<file path="src/sv/kli_pkg.sv">
`default_nettype none

package kli_pkg;

    localparam int DATA_W           = 32;
    localparam int FRAC_W           = 16;
    localparam int INDEX_W          = 6;
    localparam int KEY_COUNT_W      = 7;
    localparam int DEFAULT_MAX_KEYS = 64;

    // stream payload widths, padded to whole bytes
    localparam int S_TDATA_W = 168;
    localparam int M_TDATA_W = 104;

    localparam logic MODE_WRITE = 1'b0;
    localparam logic MODE_QUERY = 1'b1;

    typedef struct packed {
        logic [DATA_W-1:0] z;
        logic [DATA_W-1:0] y;
        logic [DATA_W-1:0] x;
    } vec_t;

    typedef struct packed {
        logic [DATA_W-1:0] t;
        vec_t              v;
    } key_t;

endpackage

`default_nettype wire

</file>
<file path="src/sv/kli_lerp.sv">
`default_nettype none

// start + round(f * (end - start) / 2^16), one component at a time
// through a shared multiplier: subtract, multiply, round-and-add.
module kli_lerp
    import kli_pkg::*;
(
    input  wire logic              aclk,
    input  wire logic              aresetn,
    input  wire logic              start,
    input  wire logic [FRAC_W-1:0] f,
    input  wire vec_t              v0,
    input  wire vec_t              v1,
    output logic                   done,
    output vec_t                   res
);

    localparam int DELTA_W = DATA_W + 1;
    localparam int PROD_W  = DELTA_W + FRAC_W + 1;

    typedef enum logic [1:0] {
        L_IDLE,
        L_SUB,
        L_MUL,
        L_ADD
    } phase_t;

    phase_t                     phase_reg;
    logic   [1:0]               comp_reg;
    logic                       done_reg;
    logic   [FRAC_W-1:0]        f_reg;
    logic signed [DELTA_W-1:0]  delta_reg;
    logic signed [PROD_W-1:0]   prod_reg;
    vec_t                       res_reg;

    logic [DATA_W-1:0]          s_sel;
    logic [DATA_W-1:0]          e_sel;
    logic signed [PROD_W-1:0]   rounded;
    logic [DATA_W-1:0]          comp_out;

    always_comb begin
        case (comp_reg)
            2'd0: begin
                s_sel = v0.x;
                e_sel = v1.x;
            end
            2'd1: begin
                s_sel = v0.y;
                e_sel = v1.y;
            end
            default: begin
                s_sel = v0.z;
                e_sel = v1.z;
            end
        endcase
        rounded  = prod_reg + PROD_W'(32768);
        // low word of start + floor(rounded / 2^16)
        comp_out = s_sel + rounded[FRAC_W+DATA_W-1:FRAC_W];
    end

    always_ff @(posedge aclk) begin
        if (!aresetn) begin
            phase_reg <= L_IDLE;
            done_reg  <= 1'b0;
            comp_reg  <= '0;
        end else begin
            done_reg <= 1'b0;
            unique case (phase_reg)
                L_IDLE: begin
                    if (start) begin
                        f_reg     <= f;
                        comp_reg  <= '0;
                        phase_reg <= L_SUB;
                    end
                end
                L_SUB: begin
                    delta_reg <= $signed({e_sel[DATA_W-1], e_sel})
                               - $signed({s_sel[DATA_W-1], s_sel});
                    phase_reg <= L_MUL;
                end
                L_MUL: begin
                    prod_reg  <= $signed({1'b0, f_reg}) * delta_reg;
                    phase_reg <= L_ADD;
                end
                L_ADD: begin
                    case (comp_reg)
                        2'd0:    res_reg.x <= comp_out;
                        2'd1:    res_reg.y <= comp_out;
                        default: res_reg.z <= comp_out;
                    endcase
                    if (comp_reg == 2'd2) begin
                        done_reg  <= 1'b1;
                        phase_reg <= L_IDLE;
                    end else begin
                        comp_reg  <= comp_reg + 2'd1;
                        phase_reg <= L_SUB;
                    end
                end
                default: phase_reg <= L_IDLE;
            endcase
        end
    end

    assign done = done_reg;
    assign res  = res_reg;

endmodule

`default_nettype wire

</file>
<file path="config.mk">
export PLATFORM = sky130hd
export DESIGN_NAME = kli_lerp
export DESIGN_NICKNAME = d
export VERILOG_FILES = /design/src/sv/kli_pkg.sv /design/src/sv/kli_lerp.sv
export SDC_FILE = /design/constraint.sdc
export NUM_CORES = 2
export LEC_CHECK = 0
export ABC_AREA = 1
export BUFFER_PORTS_ARGS = -buffer_cell sky130_fd_sc_hd__buf_4
export CORE_MARGIN = 5
export CORE_UTILIZATION = 53
export DETAILED_ROUTE_END_ITERATION = 7
export PLACE_DENSITY_LB_ADDON = 0.1
export REMOVE_ABC_BUFFERS = 1
export SLEW_MARGIN = 15
export SYNTH_ARGS = -nofsm -noshare
export SYNTH_HDL_FRONTEND = slang
export SYNTH_SLANG_ARGS = --single-unit
</file>
<file path="constraint.sdc">
create_clock -name aclk -period 5.65 [get_ports aclk]
set_input_delay 1.695 -clock aclk [delete_from_list [all_inputs] [get_ports aclk]]
set_output_delay 1.695 -clock aclk [all_outputs]
set_load 0.01 [all_outputs]
</file>
# Word level (Yosys, flattened, before mapping)
# Cells that the tools add are included.
dict set report op_classes {
  n_addsub 4
  multipliers 1
  n_eq_ne 7
  muxes 9
  bitwise 1
  n_reduce_logical 12
}
# op n
set op_table {}
lappend op_table {{one-hot mux 32 bit (2 select lines)} 2}
lappend op_table {{adder 48 x 17 -> 48 bit (second input constant)} 1}
lappend op_table {{multiplier 17 x 33 -> 48 bit} 1}
lappend op_table {{subtractor 32 x 32 -> 33 bit} 1}
lappend op_table {{adder 32 bit} 1}
lappend op_table {{AND reduction 3 bit} 5}
lappend op_table {{one-hot mux 2 bit (4 select lines)} 1}
lappend op_table {{== test 2 bit (second input constant)} 3}
lappend op_table {{2-to-1 mux 2 bit} 3}
lappend op_table {{AND reduction 2 bit} 3}
lappend op_table {{== test 2 x 1 -> 1 bit (second input constant)} 2}
lappend op_table {{logical NOT 2 bit} 2}
lappend op_table {{inequality test 2 bit (second input constant)} 2}
lappend op_table {{one-hot mux 2 bit (2 select lines)} 1}
lappend op_table {{adder 2 x 1 -> 2 bit (second input constant)} 1}
lappend op_table {{2-to-1 mux 1 bit} 2}
lappend op_table {{nonzero test 2 bit} 1}
lappend op_table {{OR reduction 2 bit} 1}
lappend op_table {{NOT 1 bit} 1}
dict set report word_totals {
  ff_bits 198
  inputBits 211
  output_inout_bits 97
}

# Depth between registers and ports, before layout
dict set report logic_depth {
  word_depth 4
  mapped_depth 28
  depth_no_buf 26
}

# Worst setup path after synthesis
# Ideal clock, no wire load.
dict set report synth_path {
  kind {reg-to-reg}
  start {register delta_reg[32]}
  end {register prod_reg[47], data pin}
  t_arrival_ps 5518
  setup_slack_ps -121
  path_stages_with_launch 23
  period_less_slack_ps 5771
  path_cell_list {edfxtp_1 clkbuf_1 clkbuf_1 nand2_1 fa_1 fa_1 inv_1 fa_1 inv_1 fa_1 fa_1 fa_1 inv_1 ha_1 inv_1 nor3_1 nand2_1 nor2_1 nand3_1 nor2_1 nor2_1 nand3_1 nand2_1}
}
dict set report synth_via {
  elab_chain_cells 1
}
# item line
set synth_rtl {}
lappend synth_rtl {{start: declaration} kli_lerp.sv:32} ;# logic signed [DELTA_W-1:0] delta_reg;
lappend synth_rtl {{start signal: assignment} kli_lerp.sv:77} ;# delta_reg <= $signed({e_sel[DATA_W-1], e_sel})
lappend synth_rtl {{multiplier 17 x 33 -> 48 bit} kli_lerp.sv:82} ;# prod_reg <= $signed({1'b0, f_reg}) * delta_reg;
lappend synth_rtl {{end signal: assignment} kli_lerp.sv:82}
lappend synth_rtl {{end: declaration} kli_lerp.sv:33} ;# logic signed [PROD_W-1:0] prod_reg;
# No other way between the ends.
# A chain may end at the register's enable or synchronous reset.

# Worst setup path after layout
dict set report layout_path {
  start {register f_reg[9]}
  end {register prod_reg[37], data pin}
}
dict set report layout_via {
  elab_chain_cells 1
}
# item line
set layout_rtl {}
lappend layout_rtl {{start: declaration} kli_lerp.sv:31} ;# logic [FRAC_W-1:0] f_reg;
lappend layout_rtl {{start signal: assignment} kli_lerp.sv:71} ;# f_reg <= f;
lappend layout_rtl {{multiplier 17 x 33 -> 48 bit} kli_lerp.sv:82}
# No other way between the ends.

==> summary.md <==
| Metric | Value |
|---|---|
| Status | complete, no violations |
| Initial antenna violation count | 0 |
| Most common cell after layout, fill and taps aside | nand2_1 |
| Worst setup margin | 25.21 ps |
| Hold buffer count at cts | 0 |
| Syn Area/Cell | 7.647 µm² |
| Via count | 27460 |
| Finished Layout Cells | 5281 |
| Critical path data arrival time | 5870 ps |
| RSZ-0062 raised after global routing | yes |
| Slew Viols, Final | 0 |
| FF-to-FF End | prod_reg[37] |
| Cell count of the worst reg-to-reg path | 21 |
| Number of global-route vias before repair | 27260 |
| Drt drc | 0 |
| Io pins | 308 |
| Drt initial violations | 2216 |
| Pre-antenna DRT Iters | 6 |
| Antenna Nets Post-Route | 0 |
| Hpwl dp | 79180 µm |
| Die ar. | 63700 µm² |
| Maximum clock path buffer count | 2 |
| Slew margin rel. | 0.2685 |
| Initial core utilization | 0.5377 |
| Reg2reg setup slack | 30 ps |
| Hold WC Path Type | reg -> reg |
| DP Worst Slack | -206.8 ps |
| Crit path from | f_reg[9] |
| Hold WS | 538.2 ps |
| Gr ovfl total | 0 |
| Clk slew on worst S/H paths | 90 ps |
| Root buffer cell | clkbuf_16 |
| First-pass GRT wire length | 148400 µm |
| Cts bufs inserted | 17 |
| Die Y | 252.4 µm |
| Crit share post-route | 0.9955 |
| Register area share after synthesis | 0.1749 |
| Vias per cell | 5.200 |
| Setup Skew | 18.31 ps |
| H-Tree Depth | 4 |
| DP Cell Count | 5204 |
| Yosys reg bits | 183 |
| Synth cell types | 41 |
| Final GP Congestion | 1.015 |
| Gr usage total | 0.2968 |
| Syn Inst Count | 4072 |
| Final hold violations | 0 |
| Port Buf Inserts | 307 |
| Critical Path End | prod_reg[37] |
| Area growth from synthesis to final layout | 23.67% |
| Core Region | 57920 µm² |
| Final setup violating endpoints | 0 |
| Setup Total Neg Slack | 0 ps |
| Post-Synthesis Cell Area | 31140 µm² |
| # clock sinks | 183 |
| Final nets | 5388 |
| CTS tree | built |
| Commonest cells after routing, fill and taps aside | nand2_1, inv_1, buf_4, fa_1, edfxtp_1 |
| Critical Path Sink Type | register |
| Max-Cap Viols | 0 |
| Startpoint types | register |
| Number of placement rows | 88 |
| Worst R2R Start | f_reg[9] |
| Chip Width | 252.4 µm |
| Synth Warn # | 0 |
| Multi-input logic area | 22490 µm² |
| Share of cells above drive strength 1 | 0.1964 |
| Routed WL | 97610 µm |
| Routed wire length per instance | 18.48 µm |
| Reg area | 5445 µm² |
| Achievable frequency | 177.8 MHz |
| Fillers | 5068 |
| Post-layout minimum cycle time | 5625 ps |
| Crit path required time | 5890 ps |
| Skew-Pair Late Insertion Delay | 490 ps |
| WS Path Type | reg -> reg |
| Largest net degree at the start of global routing | 67 |
| Slew @ Worst Pin | 1097 ps |
| Max reg flops | 96 |
| N_diodes | 0 |
| Worst-path fanout max | 13 |
[through the flow]
| stage | area [µm²] | utilization |
|---|---|---|
| finish | 38510 | 0.6649 |
| global route | 38510 | 0.6649 |
| detailed placement | 35950 | 0.6208 |
| floorplan | 30590 | - |
| CTS | 36760 | 0.6347 |
| global placement | 35950 | 0.6208 |
[synthesized netlist by cell type, drive strengths merged]
cell type / instances / area (µm²)
a21oi: 148 / 740.7
nor3: 28 / 167.7
dfxtp: 5 / 100.1
nor4: 9 / 56.30
and3: 3 / 18.77
o311ai: 1 / 8.760
ha: 183 / 2290
xnor2: 20 / 175.2
a22o: 32 / 280.3
xor2: 68 / 595.6
inv: 1081 / 4058
nand4: 33 / 206.5
nand3b: 5 / 37.54
o31ai: 1 / 7.510
o21bai: 26 / 195.2
clkbuf: 140 / 525.5
a211oi: 2 / 15.01
edfxtp: 178 / 5345
a221oi: 1 / 8.760
a21boi: 6 / 45.04
o21ai: 57 / 285.3
nor2: 200 / 765.7
o21a: 3 / 22.52
nand3: 140 / 710.7
buf: 6 / 22.52
fa: 491 / 9829
or2: 4 / 27.53
a21o: 15 / 112.6
nand2: 1176 / 4417
a31oi: 5 / 31.28
o211ai: 5 / 37.54
[routing by layer]
| layer | vias to the layer above | track usage | wire length (µm) |
|---|---|---|---|
| met5 | - | 0 | 0 |
| met4 | 0 | 0.09321 | 2978 |
| met3 | 147 | 0.03056 | 6146 |
| met2 | 971 | 0.5017 | 47530 |
| met1 | 13430 | 0.4067 | 40950 |
| li1 | 12920 | - | - |
[worst max-delay path, cell delays in order, from the launching register on]
cell and delay (ps):
edfxtp_1 430, buf_4 190, clkbuf_16 200, nand2_1 80
fa_1 500, inv_1 50, fa_1 540, fa_1 440
fa_1 510, fa_1 530, inv_2 40, fa_1 560
inv_2 70, ha_4 320, nand2_4 70, inv_2 60
nand2_2 80, nor2_4 170, and3_4 220, nand3_1 130
nand4_1 130, nand2_1 60
[cell families (layout without fill, tap and decap cells)]
| group | count (synthesis) | in the layout | synth area share |
|---|---|---|---|
| simple gates | 1598 | 1598 | 0.2058 |
| buf+inv | 1227 | 1671 | 0.1479 |
| fa+ha+maj | 674 | 674 | 0.3892 |
| compound gates | 302 | 302 | 0.05750 |
| flops | 183 | 183 | 0.1749 |
| xor+xnor | 88 | 88 | 0.02475 |
[how the worst min path moves through the flow]
stage	startpoint	depth (start not counted)	end	slack, ps
after floorplan	comp_reg[1]	2	comp_reg[1]	480
after global placement	comp_reg[1]	2	comp_reg[1]	520
after detailed placement	comp_reg[1]	2	comp_reg[1]	530
after CTS	comp_reg[1]	2	comp_reg[1]	540
after global routing	comp_reg[1]	2	comp_reg[1]	590
final	comp_reg[1]	2	comp_reg[1]	540
[final cells by class]
cell class                      instances  share of cell area
Clock buffer                           17             0.01105
Clock inverter                         15            0.005459
Inverter                             1081              0.1055
Multi-Input combinational cell       2662              0.5840
Sequential cell                       183              0.1414
Tap cell                              765             0.02486
Timing Repair Buffer                  558              0.1278
[repair_timing]
item / CTS / global route
endpoints found under the hold margin: 0 / 0
setup endpoints to repair: 28 / 33
buffers inserted: 7 / 33
cloned: 0 / 5
pin swaps: 2 / 137
gates resized for setup: 34 / 343
Power is left out: the tool's default activity adds up to more than one toggle a clock period on the data nets, which glitch-free logic cannot reach.
