==> config.mk <==
export PLATFORM = sky130hd
export DESIGN_NAME = kli_divider
export DESIGN_NICKNAME = d
export VERILOG_FILES = /design/src/sv/kli_pkg.sv /design/src/sv/kli_divider.sv
export SDC_FILE = /design/constraint.sdc
export NUM_CORES = 1
export LEC_CHECK = 0
export BUFFER_PORTS_ARGS = -buffer_cell sky130_fd_sc_hd__buf_2
export CAP_MARGIN = 30
export CORE_AREA = 5 5 145 147
export DETAILED_ROUTE_END_ITERATION = 7
export DIE_AREA = 0 0 150 152
export GPL_ROUTABILITY_DRIVEN = 0
export GPL_TIMING_DRIVEN = 0
export SETUP_SLACK_MARGIN = 0.3
export SLEW_MARGIN = 20
export SYNTH_ARGS = -nofsm -noshare
export SYNTH_HDL_FRONTEND = slang
export SYNTH_SLANG_ARGS = --single-unit
==> constraint.sdc <==
create_clock -name aclk -period 3.8 [get_ports aclk]
set_clock_uncertainty 0.15 [all_clocks]
set_input_delay 0.38 -clock aclk [delete_from_list [all_inputs] [get_ports aclk]]
set_output_delay 0.38 -clock aclk [all_outputs]
set_load 0.01 [all_outputs]
==> src/sv/kli_pkg.sv <==
`default_nettype none

package kli_pkg;

    localparam int DATA_W           = 32;
    localparam int FRAC_W           = 16;
    localparam int INDEX_W          = 6;
    localparam int KEY_COUNT_W      = 7;
    localparam int DEFAULT_MAX_KEYS = 64;

    // stream payload widths, padded to whole bytes
    localparam int S_TDATA_W = 168;
    localparam int M_TDATA_W = 104;

    localparam logic MODE_WRITE = 1'b0;
    localparam logic MODE_QUERY = 1'b1;

    typedef struct packed {
        logic [DATA_W-1:0] z;
        logic [DATA_W-1:0] y;
        logic [DATA_W-1:0] x;
    } vec_t;

    typedef struct packed {
        logic [DATA_W-1:0] t;
        vec_t              v;
    } key_t;

endpackage

`default_nettype wire

==> src/sv/kli_divider.sv <==
`default_nettype none

// Restoring divider, one quotient bit per cycle. Requires num < den.
module kli_divider
    import kli_pkg::*;
(
    input  wire logic              aclk,
    input  wire logic              aresetn,
    input  wire logic              start,
    input  wire logic [DATA_W-1:0] num,
    input  wire logic [DATA_W-1:0] den,
    output logic                   busy,
    output logic                   done,
    output logic [FRAC_W-1:0]      quot
);

    localparam int CNT_W = $clog2(FRAC_W + 1);

    logic              busy_reg;
    logic              done_reg;
    logic [CNT_W-1:0]  cnt_reg;
    logic [DATA_W-1:0] rem_reg;
    logic [DATA_W-1:0] den_reg;
    logic [FRAC_W-1:0] quot_reg;

    logic [DATA_W:0]   shifted;
    logic              fits;
    logic [DATA_W:0]   diff;

    always_comb begin
        shifted = {rem_reg, 1'b0};
        fits    = (shifted >= {1'b0, den_reg});
        diff    = shifted - {1'b0, den_reg};
    end

    always_ff @(posedge aclk) begin
        if (!aresetn) begin
            busy_reg <= 1'b0;
            done_reg <= 1'b0;
            cnt_reg  <= '0;
        end else begin
            done_reg <= 1'b0;
            if (start) begin
                busy_reg <= 1'b1;
                cnt_reg  <= CNT_W'(FRAC_W);
                rem_reg  <= num;
                den_reg  <= den;
                quot_reg <= '0;
            end else if (busy_reg) begin
                rem_reg  <= fits ? diff[DATA_W-1:0] : shifted[DATA_W-1:0];
                quot_reg <= {quot_reg[FRAC_W-2:0], fits};
                cnt_reg  <= cnt_reg - CNT_W'(1);
                if (cnt_reg == CNT_W'(1)) begin
                    busy_reg <= 1'b0;
                    done_reg <= 1'b1;
                end
            end
        end
    end

    assign busy = busy_reg;
    assign done = done_reg;
    assign quot = quot_reg;

endmodule

`default_nettype wire

Word-level counts from Yosys, hierarchy flattened
Index checks and enable logic that the tools add are counted.
{ "word_totals": {"ff_bits": 87, "inputBits": 67} }
{ "op_classes": {"addsub": 2, "magnitude_cmp": 1, "eq_ne": 1, "muxes": 10, "bitwise_logic": 2, "n_reduce_logical": 5} }
{ "op_table": {"columns": ["cell", "n"], "rows": [
  ["$mux W32", 3],
  ["$ge A33 B32 Y1", 1],
  ["$sub A32 B32 Y32", 1],
  ["$mux W16", 1],
  ["$mux W5", 2],
  ["$eq A5 B1 Y1 const B", 1],
  ["$sub A5 B1 Y5 const B", 1],
  ["$mux W1", 4],
  ["$reduce_and A2 Y1", 2],
  ["$reduce_or A3 Y1", 1],
  ["$not A1 Y1", 2],
  ["$reduce_bool A2 Y1", 1],
  ["$reduce_or A2 Y1", 1]
]} }

Depth between registers and ports, before layout
Gate-level depths: netlist (run 1).
{ "logic_depth": {"word_depth": 4, "mapped_depth": 12, "mapped_depth_nobuf": 10} }

Worst setup path after synthesis (run 1)
OpenSTA, ideal clock, no wires.
{ "synth_timing": {"kind": "register to register", "startpoint": "reg rem_reg[9]", "endpoint": "reg rem_reg[11] (data pin)", "arrival_ns": 2.837, "required_ns": 3.390, "slack_ns": 0.553, "path_stages_with_launch": 11, "path_buffers": 1, "period_less_slack_ns": 3.247, "path_cell_list": "edfxtp_1 ha_1 and4_1 nand3_1 a311o_1 nand4_2 a41oi_4 o21ai_4 buf_6 mux2_4 mux2_2"} }
{ "synth_via": {"elab_chain_cells": 4} }
{ "synth_lines": {"columns": ["item", "line", "source"], "rows": [
  ["start: declaration", "kli_divider.sv:22", "logic [DATA_W-1:0] rem_reg;"],
  ["start signal: assignment", "kli_divider.sv:46", "rem_reg <= num;"],
  ["start signal: assignment", "kli_divider.sv:50", "rem_reg <= fits ? diff[DATA_W-1:0] : shifted[DATA_W-1:0];"],
  ["$sub A32 B32 Y32 / $ge A33 B32 Y1 (equally long branches)", "kli_divider.sv:33, kli_divider.sv:32", null],
  ["$mux W32 (*)", "kli_divider.sv:50", null],
  ["$mux W32 (*)", "kli_divider.sv:49", "end else if (busy_reg) begin"],
  ["$mux W32 (*)", "kli_divider.sv:43", "if (start) begin"]
]} }
Every way passes the cells marked *; elsewhere a longest branch is shown, timed or not. The select of a mux whose other input is x is not followed.
A chain may end at the register's enable or synchronous reset.

Worst setup path after layout (run 1)
{ "layout_timing": {"startpoint": "reg rem_reg[19]", "endpoint": "reg rem_reg[25] (data pin)"} }
The elaborated chain is that of the path after synthesis.

==> flow_summary.json, run 1 <==
{
  "outcome": "finished clean",
  "rsz0062_at_grt": "no",
  "slew_violations": 0,
  "setup_tns_ns": 0,
  "critPathCaptureType": "register",
  "min_period_ns": 3.32,
  "grt_usage": 0.122,
  "diodes": 0,
  "avgViaCountPerCell": 4.65,
  "clk_pin_slew_ns": 0.07,
  "p_leak_nw": 2.75,
  "netlist_instances": 487,
  "cap_violations": 0,
  "dr_total_vias": 4008,
  "hold_path_class": "in -> reg",
  "synthSimpleGateAreaFrac": 0.113,
  "netlist_area_mm2": 0.00555,
  "antenna_left": 0,
  "crit_fanout": 10,
  "synth_xor_area_frac": 0.0458,
  "comb_power_share": 0.311,
  "synth_top_cell_by_area": "edfxtp_1",
  "wire_per_inst_um": 15.8,
  "area_delta_synth_final_pct": 20.8,
  "synthAdderAreaFrac": 0.0803,
  "pwr-share-clk": 0.291,
  "cts_buffer_depth": 2,
  "drtIter0Drc": 234,
  "yosysWarnings": 0,
  "grt_pass1_vias": 4139,
  "synth_mux_area_frac": 0.0961,
  "slew_headroom": 0.488,
  "postSynthAreaPerCell_um2": 11.4,
  "fmax_mhz": 301,
  "cts_tree": "yes",
  "synth_top_area_share": 0.433,
  "start_kind": "register",
  "core_mm2": 0.0198,
  "clock-sinks": 87,
  "synth_top_family_by_area": "compound AO/OA/AOI/OAI gates",
  "die_h_um": 152,
  "htree_levels": 3,
  "drcViolationCount": 0,
  "synth_edf_count": 80,
  "port_buffers": 83,
  "routed_wl_um": 13600,
  "pin_count": 85,
  "synth_seq_area_share": 0.458,
  "dieWidth_um": 150,
  "tightest_slew_ns": 0.767,
  "cts-root-buf": "clkbuf_16",
  "critical_path_class": "reg -> reg",
  "clk_latency_ns": 0.35,
  "intPower_mw": 2.10,
  "ys_ff_latch": 87,
  "p_seq_frac": 0.398,
  "grt_pass1_wl_um": 21600,
  "dp_cells": 841,
  "numCtsBuffers": 9,
  "die_area_mm2": 0.0228,
  "synth_most_common_cell": "edfxtp_1",
  "hold_viol": 0,
  "antenna_found_initial": 0,
  "arrival_ns": 3.27,
  "synth_flop_cell": "edfxtp_1",
  "synthArstFlopShare": 0,
  "ir_drop_v": 0.000215,
  "required_ns": 3.75,
  "ctsHoldBuffers": 0,
  "drive_gt1_frac": 0.302,
  "nets": 689,
  "switching_share": 0.299,
  "overflow": 0,
  "p_per_area_mw_per_mm2": 448,
  "finalSetupViolCount": 0,
  "min_period_over_period": 0.874,
  "drt_pass1_iterations": 4,
  "initial_core_util": 0.281,
  "yosysUniqueCellTypes": 63,
  "hpwl_um": 10200,
  "netlist_top_cells_area": "edfxtp_1 43%, ha_1 7.7%, mux2_2 6.1%",
  "syn-num-nets": 589,
  "stdcell_count": 862,
  "synth_compound_area_frac": 0.160,
  "grt_start_max_net_pins": 33,
  "rows": 52,
  "synth_common_cells": "80 x edfxtp_1, 43 x inv_1, 34 x ha_1, 32 x a21oi_1, 30 x mux2_2",
  "switchingPower_uw": 898
}
-- per-layer routing --
layer	GRT usage	share of wire
met5	0	0
met4	0.0357	0.012
met3	0.0349	0.051
met2	0.191	0.46
met1	0.163	0.48
-- layout by cell type, fill, tap and decap left out, drive strengths merged, types with 4 or more instances in the layout --
cell type,Yosys,routed
buf,6,95
edfxtp,80,80
inv,43,45
mux2,41,41
a21oi,34,34
ha,34,34
nor2,24,24
nand2,21,21
nor2b,20,20
xnor2,19,19
o21ai,18,18
clkbuf,5,17
a21o,15,15
nand3,12,12
xor2,10,10
nor3,8,8
dfxtp,7,7
nand2b,6,6
o211ai,6,6
nand4,6,6
o21a,6,6
a31o,4,4
nor3b,4,4
a221o,4,4
o31ai,4,4
-- cells by family after synthesis --
| family | count (synthesis) |
|---|---|
| compound gates | 119 |
| xor+xnor | 29 |
| fa+ha+maj | 35 |
| buf+inv | 56 |
| flops | 87 |
| mux | 44 |
| simple gates | 117 |
-- power by group through the flow --
stage / sequential (mW) / combinational [mW] / clock, mW
floorplan: 1.21 / 0.705 / 0
global placement: 1.21 / 0.894 / 0
detailed placement: 1.21 / 0.911 / 0
CTS: 1.19 / 0.920 / 0.907
global route: 1.20 / 1.04 / 0.945
finish: 1.19 / 0.934 / 0.874
-- worst max-delay path, cell delays in order, from the launching register on --
cell       delay, ns
edfxtp_1        0.40
ha_1            0.39
a21oi_1         0.27
o211ai_1        0.21
a2111oi_4       0.33
nand4_2         0.18
a41oi_4         0.28
o21ai_4         0.12
buf_12          0.19
mux2_4          0.30
mux2_2          0.26
-- final timing paths --
| kind | startpoint | end | slack [ns] | cells after the start |
|---|---|---|---|---|
| setup / recovery | rem_reg[19] | rem_reg[25] | 0.48 | 10 |
| setup reg to reg | rem_reg[19] | rem_reg[25] | 0.48 | 10 |
| hold reg to reg | cnt_reg[1] | cnt_reg[1] | 0.35 | 2 |
| hold / removal | den[20] | den_reg[20] | 0.05 | 1 |
-- through the flow --
stage / area (um2) / setup WS [ns] / total power, mW / util / hold slack (ns)
after floorplan: 5550 / 0.553 / 1.91 / - / 0.319
after global placement: 6300 / 0.0355 / 2.11 / 0.319 / 0.339
after detailed placement: 6330 / 0.0286 / 2.12 / 0.320 / 0.341
after CTS: 6630 / 0.305 / 3.02 / 0.335 / 0.0339
after global routing: 6700 / 0.331 / 3.19 / 0.339 / 0.0362
final: 6700 / 0.478 / 3.00 / 0.339 / 0.0502
-- area by class of cell --
type	count	area [um2]
timing repair buffer	89	473
fill	2059	13100
buffer	13	110
multi-input combinational	344	2790
clock buffer	12	256
clock inverter	4	28.8
inverter	43	161
tap	270	338
sequential	87	2540
-- repair_timing --
action                                  CTS  global route
resized for setup                         1            16
pin swaps                                 1             3
endpoints found under the setup margin   24            29
setup buffers                             2             3
Power figures use the tool's default switching activity.
==> run 2: changes to the inputs <==
--- a/config.mk
+++ b/config.mk
@@ -5,11 +5,12 @@
 export SDC_FILE = /design/constraint.sdc
 export NUM_CORES = 1
 export LEC_CHECK = 0
+export ABC_AREA = 1
 export BUFFER_PORTS_ARGS = -buffer_cell sky130_fd_sc_hd__buf_2
 export CAP_MARGIN = 30
-export CORE_AREA = 5 5 145 147
+export CORE_AREA = 5 5 155 157
 export DETAILED_ROUTE_END_ITERATION = 7
-export DIE_AREA = 0 0 150 152
+export DIE_AREA = 0 0 160 162
 export GPL_ROUTABILITY_DRIVEN = 0
 export GPL_TIMING_DRIVEN = 0
 export SETUP_SLACK_MARGIN = 0.3
==> flow_summary.json, run 2 <==
{
  "outcome": "finished clean",
  "hold_path_class": "in -> reg",
  "pwr-share-clk": 0.290,
  "comb_power_share": 0.313,
  "nets": 1096,
  "tightest_slew_ns": 0.768,
  "arrival_ns": 2.66,
  "switchingPower_mw": 1.03,
  "dr_total_vias": 5706,
  "synth_seq_area_share": 0.400,
  "most-common-layout-cells": "337 x nand2_1, 181 x inv_1, 88 x buf_2, 80 x edfxtp_1, 68 x nand3_1",
  "gr-usage-met1": 0.192,
  "die_area_mm2": 0.0259,
  "critPathCaptureType": "register",
  "numCtsBuffers": 9,
  "rsz0062_at_grt": "no",
  "die_h_um": 162,
  "synthArstFlopShare": 0,
  "drcViolationCount": 0,
  "dp_cells": 1268,
  "synth_top_area_share": 0.378,
  "overflow": 0,
  "yosysUniqueCellTypes": 31,
  "hpwl_um": 14200,
  "min_period_ns": 2.70,
  "netlist_area_mm2": 0.00635,
  "required_ns": 3.76,
  "grt_usage": 0.138,
  "antenna_left": 0,
  "worst_slack_ns": 1.10,
  "pin_count": 85,
  "hold_path_depth": 1,
  "antenna_found_initial": 0,
  "drtIter0Drc": 472,
  "synth_edf_count": 80,
  "intPower_mw": 1.93,
  "p_per_area_mw_per_mm2": 396,
  "p_leak_nw": 3.92,
  "drt_pass1_iterations": 5,
  "synth_top_cell_by_area": "edfxtp_1",
  "p_seq_frac": 0.397,
  "initial_core_util": 0.284,
  "setup_tns_ns": 0,
  "post_cts.repair.setup_buffers": 0,
  "grt_start_max_net_pins": 34,
  "dieWidth_um": 160,
  "start_kind": "register",
  "syn-num-nets": 999,
  "cts-root-buf": "clkbuf_16",
  "ctsHoldBuffers": 0,
  "postSynthAreaPerCell_um2": 7.08,
  "htree_levels": 3,
  "mostFrequentLayoutCell": "nand2_1",
  "stdcell_count": 1284,
  "min_period_over_period": 0.711,
  "synth_most_common_cell": "nand2_1",
  "avgViaCountPerCell": 4.44,
  "yosysWarnings": 0,
  "synth_flop_cell": "edfxtp_1",
  "area_delta_synth_final_pct": 17.7,
  "switching_share": 0.347,
  "r2r_cells": 13,
  "hold_viol": 0,
  "ir_drop_v": 0.000212,
  "netlist_instances": 897,
  "slew_violations": 0,
  "slew_headroom": 0.487,
  "core_mm2": 0.0224,
  "grt_use_met3": 0.0307,
  "wire_per_inst_um": 14.0,
  "grt_pass1_vias": 5532,
  "clk_pin_slew_ns": 0.07,
  "clock-sinks": 87,
  "grt_pass1_wl_um": 28400,
  "pre_cts_slack_ns": 1.17,
  "ys_ff_latch": 87,
  "fmax_mhz": 370,
  "critical_path_class": "reg -> reg",
  "cts_tree": "yes",
  "clk_latency_ns": 0.36,
  "cts_buffer_depth": 2,
  "crit_fanout": 10,
  "drive_gt1_frac": 0.129,
  "busiest_layer": "met2",
  "gr-usage-met2": 0.213,
  "diodes": 0,
  "cts_resized": 0,
  "port_buffers": 84,
  "netlist_top_cells_area": "edfxtp_1 38%, nand2_1 20%, inv_1 11%",
  "rows": 55,
  "finalSetupViolCount": 0,
  "cap_violations": 0,
  "synth_common_cells": "337 x nand2_1, 182 x inv_1, 80 x edfxtp_1, 68 x nand3_1, 64 x nor2_1",
  "routed_wl_um": 18000
}
-- run 2: cell type report --
class / instances / area (um2)
Inverter: 183 / 687
Clock buffer: 9 / 225
Timing Repair Buffer: 86 / 475
Clock inverter: 7 / 55.1
Multi-Input combinational cell: 610 / 3020
Sequential cell: 87 / 2540
Fill cell: 2358 / 14900
Tap cell: 285 / 357
Buffer: 17 / 121
-- run 2: per-layer routing --
| layer | share of wire | vias up |
|---|---|---|
| met1 | 0.48 | 2554 |
| met4 | 0.022 | 0 |
| met5 | 0 | - |
| met3 | 0.057 | 25 |
| met2 | 0.44 | 149 |
| li1 | - | 2978 |
-- run 2: worst max-delay path, cell delays in order, from the launching register on --
cell and delay, ns:
edfxtp_1 0.41, ha_1 0.44, nand2_1 0.13, nor2_1 0.18, nand2_1 0.11, nor2_2 0.19
nand2_1 0.09, nand3_2 0.07, nor2_2 0.05, nand2_2 0.12, buf_2 0.29, nand2_1 0.09
nand3_1 0.08, nand2_1 0.06
-- run 2: path summary, 6_finish.rpt --
kind              slack (ns)         from           to
setup / recovery        1.10  rem_reg[16]   rem_reg[7]
hold / removal          0.04      den[30]  den_reg[30]
setup reg to reg        1.10  rem_reg[16]   rem_reg[7]
hold reg to reg         0.33   cnt_reg[4]   cnt_reg[4]
-- run 2: cell families (layout without fill, tap and decap cells) --
group                    count (synthesis)  in the layout  synth area share
XOR/XNOR                                15             15            0.0207
buffers and inverters                  200            302             0.127
adder cells (fa/ha/maj)                 35             35            0.0701
AO/OA/AOI/OAI                           34             34            0.0301
flip-flops                              87             87             0.400
AND/OR/NAND/NOR                        526            526             0.352
-- run 2: stage by stage --
| step | utilization | hold WS [ns] | power (mW) | instance area (um2) |
|---|---|---|---|---|
| after global routing | 0.334 | 0.0325 | 3.17 | 7480 |
| after global placement | 0.319 | 0.310 | 2.10 | 7140 |
| after floorplan | - | 0.298 | 1.85 | 6360 |
| after CTS | 0.334 | 0.0343 | 2.99 | 7480 |
| final | 0.334 | 0.0447 | 2.96 | 7480 |
| after detailed placement | 0.322 | 0.329 | 2.12 | 7200 |
-- run 2: power groups by stage --
stage / clock (mW) / combinational [mW] / sequential, mW
after detailed placement: 0 / 0.921 / 1.20
after global routing: 0.931 / 1.05 / 1.18
after CTS: 0.888 / 0.925 / 1.18
final: 0.859 / 0.926 / 1.18
after global placement: 0 / 0.901 / 1.20
after floorplan: 0 / 0.660 / 1.19
==> run 3: changes to the inputs <==
==> constraint.sdc (replaced) <==
create_clock -name aclk -period 2.3 [get_ports aclk]
set_clock_uncertainty 0.15 [all_clocks]
set_input_delay 0.23 -clock aclk [delete_from_list [all_inputs] [get_ports aclk]]
set_output_delay 0.23 -clock aclk [all_outputs]
set_load 0.01 [all_outputs]
==> flow_summary.json, run 3 (synthesis gave the netlist of run 2 again) <==
{
  "initial_core_util": 0.284,
  "cts_tree": "yes",
  "start_kind": "register",
  "rsz0062_at_grt": "yes",
  "grt_pass1_vias": 6083,
  "clk_latency_ns": 0.36,
  "overflow": 0,
  "required_ns": 2.26,
  "min_period_over_period": 1.04,
  "grt_usage": 0.148,
  "outcome": "complete, but fails checks",
  "critPathCaptureType": "register",
  "finalSetupViolCount": 32,
  "worst_path_max_delay_cell": "edfxtp_1",
  "pwr-share-clk": 0.269,
  "cts_buffer_depth": 2,
  "r2r_end": "rem_reg[15]",
  "slowest_delay_ns": 0.43,
  "comb_power_share": 0.385,
  "pre_cts_slack_ns": -0.198,
  "r2r_cells": 11,
  "most-common-layout-cells": "293 x nand2_1, 161 x inv_1, 87 x buf_2, 80 x edfxtp_1",
  "clk_pin_slew_ns": 0.07,
  "grt_pass1_wl_um": 31000,
  "grt_start_max_net_pins": 21,
  "switching_share": 0.345,
  "p_per_area_mw_per_mm2": 608,
  "switchingPower_mw": 1.96,
  "clock-sinks": 87,
  "antenna_left": 0,
  "numCtsBuffers": 9,
  "dr_total_vias": 6167,
  "arrival_ns": 2.36,
  "intPower_mw": 3.73,
  "core_mm2": 0.0224,
  "cts-root-buf": "clkbuf_16",
  "p_seq_frac": 0.346,
  "fmax_mhz": 418,
  "drtIter0Drc": 364,
  "fillCellCount": 2254,
  "slew_headroom": 0.622,
  "slew_violations": 0,
  "port_buffers": 84,
  "regToRegSetupSlack_ns": -0.09,
  "mostFrequentLayoutCell": "nand2_1",
  "die_h_um": 162,
  "rows": 55,
  "r2r-start": "rem_reg[27]",
  "crit_fanout": 7,
  "diodes": 0,
  "hp-start": "num[10]",
  "hold_viol": 0,
  "cap_violations": 0,
  "htree_levels": 3,
  "die_area_mm2": 0.0259,
  "p_leak_nw": 4.54,
  "pin_count": 85,
  "hold_path_depth": 3,
  "hold_path_class": "in -> reg",
  "hpwl_um": 14400,
  "drt_pass1_iterations": 5,
  "violations": "setup timing",
  "avgViaCountPerCell": 4.47,
  "drcViolationCount": 0,
  "drive_gt1_frac": 0.277,
  "routed_wl_um": 19600,
  "wire_per_inst_um": 14.2,
  "fin_util": 0.419,
  "ir_drop_v": 0.000337,
  "holdPathEnd": "rem_reg[10]",
  "antenna_found_initial": 0,
  "tightest_slew_ns": 0.566,
  "critical_path_class": "reg -> reg",
  "dieWidth_um": 160,
  "area_delta_synth_final_pct": 47.4,
  "nets": 1191,
  "worst_slack_ns": -0.0942,
  "crit_chain": "ha_4, a21oi_2, o21ai_1, nand2_1, nand3_2, nor2_4, buf_12, clkbuf_16, nand3b_1, nand3_2, nand2_1",
  "min_period_ns": 2.39
}
## run 3: final cells by class
cell class	count	area, um2	area share
Multi-Input combinational cell	610	3800	0.406
Sequential cell	87	2540	0.272
Timing Repair Buffer	181	1480	0.158
Inverter	183	687	0.0734
Tap cell	285	357	0.0381
Clock buffer	9	225	0.0241
Buffer	17	194	0.0207
Clock inverter	7	76.3	0.00815
## run 3: worst max-delay path, delay by kind of cell, from the launching register on
kind	cells	cell delay (ns)
and+or+nand+nor	6	0.63
DFF	1	0.43
buffers and inverters	2	0.34
AOI/OAI and AO/OA	2	0.30
adders and majority gates	1	0.29
## run 3: metal layers
| layer | GRT usage | up-vias | routed length, um |
|---|---|---|---|
| met1 | 0.201 | 2799 | 9150 |
| met2 | 0.243 | 169 | 9000 |
| li1 | - | 3170 | - |
| met3 | 0.0279 | 29 | 1100 |
| met5 | 0 | - | 0 |
| met4 | 0.0415 | 0 | 380 |
## run 3: per-stage QoR
step / setup TNS [ns] / cell area [um2] / hold slack [ns] / power (mW) / instances
floorplan: 0 / 6770 / 0.179 / 3.21 / 897
global placement: -24.18 / 7540 / 0.258 / 3.64 / 1266
detailed placement: -4.06 / 7630 / 0.258 / 3.67 / 1269
CTS: -0.203 / 9120 / 0.000256 / 5.58 / 1371
global route: -7.16 / 9360 / 0.0210 / 6.03 / 1379
finish: -2.00 / 9360 / 0.00796 / 5.69 / 1379
## run 3: how the worst max path moves through the flow
stage | startpoint | endpoint | cells past startpoint
after global routing | rem_reg[27] | rem_reg[11] | 11
after CTS | rem_reg[11] | rem_reg[31] | 15
after detailed placement | rem_reg[26] | rem_reg[20] | 13
final | rem_reg[27] | rem_reg[15] | 11
after floorplan | den_reg[1] | rem_reg[15] | 15
after global placement | start | rem_reg[16] | 3
## run 3: power by group through the flow
stage,registers [mW],logic [mW],clock network [mW]
after floorplan,1.99,1.21,0
after global placement,2.00,1.64,0
after detailed placement,2.00,1.67,0
after CTS,1.97,2.04,1.57
after global routing,1.98,2.42,1.63
final,1.97,2.19,1.53
## run 3: timing repair
item,4_1_cts,5_1_grt
setup endpoints to repair,50,33
gates resized for setup,96,46
cloned,3,2
endpoints found under the hold margin,54,0
setup buffers,29,6
pin swaps,38,17
hold buffers,54,0
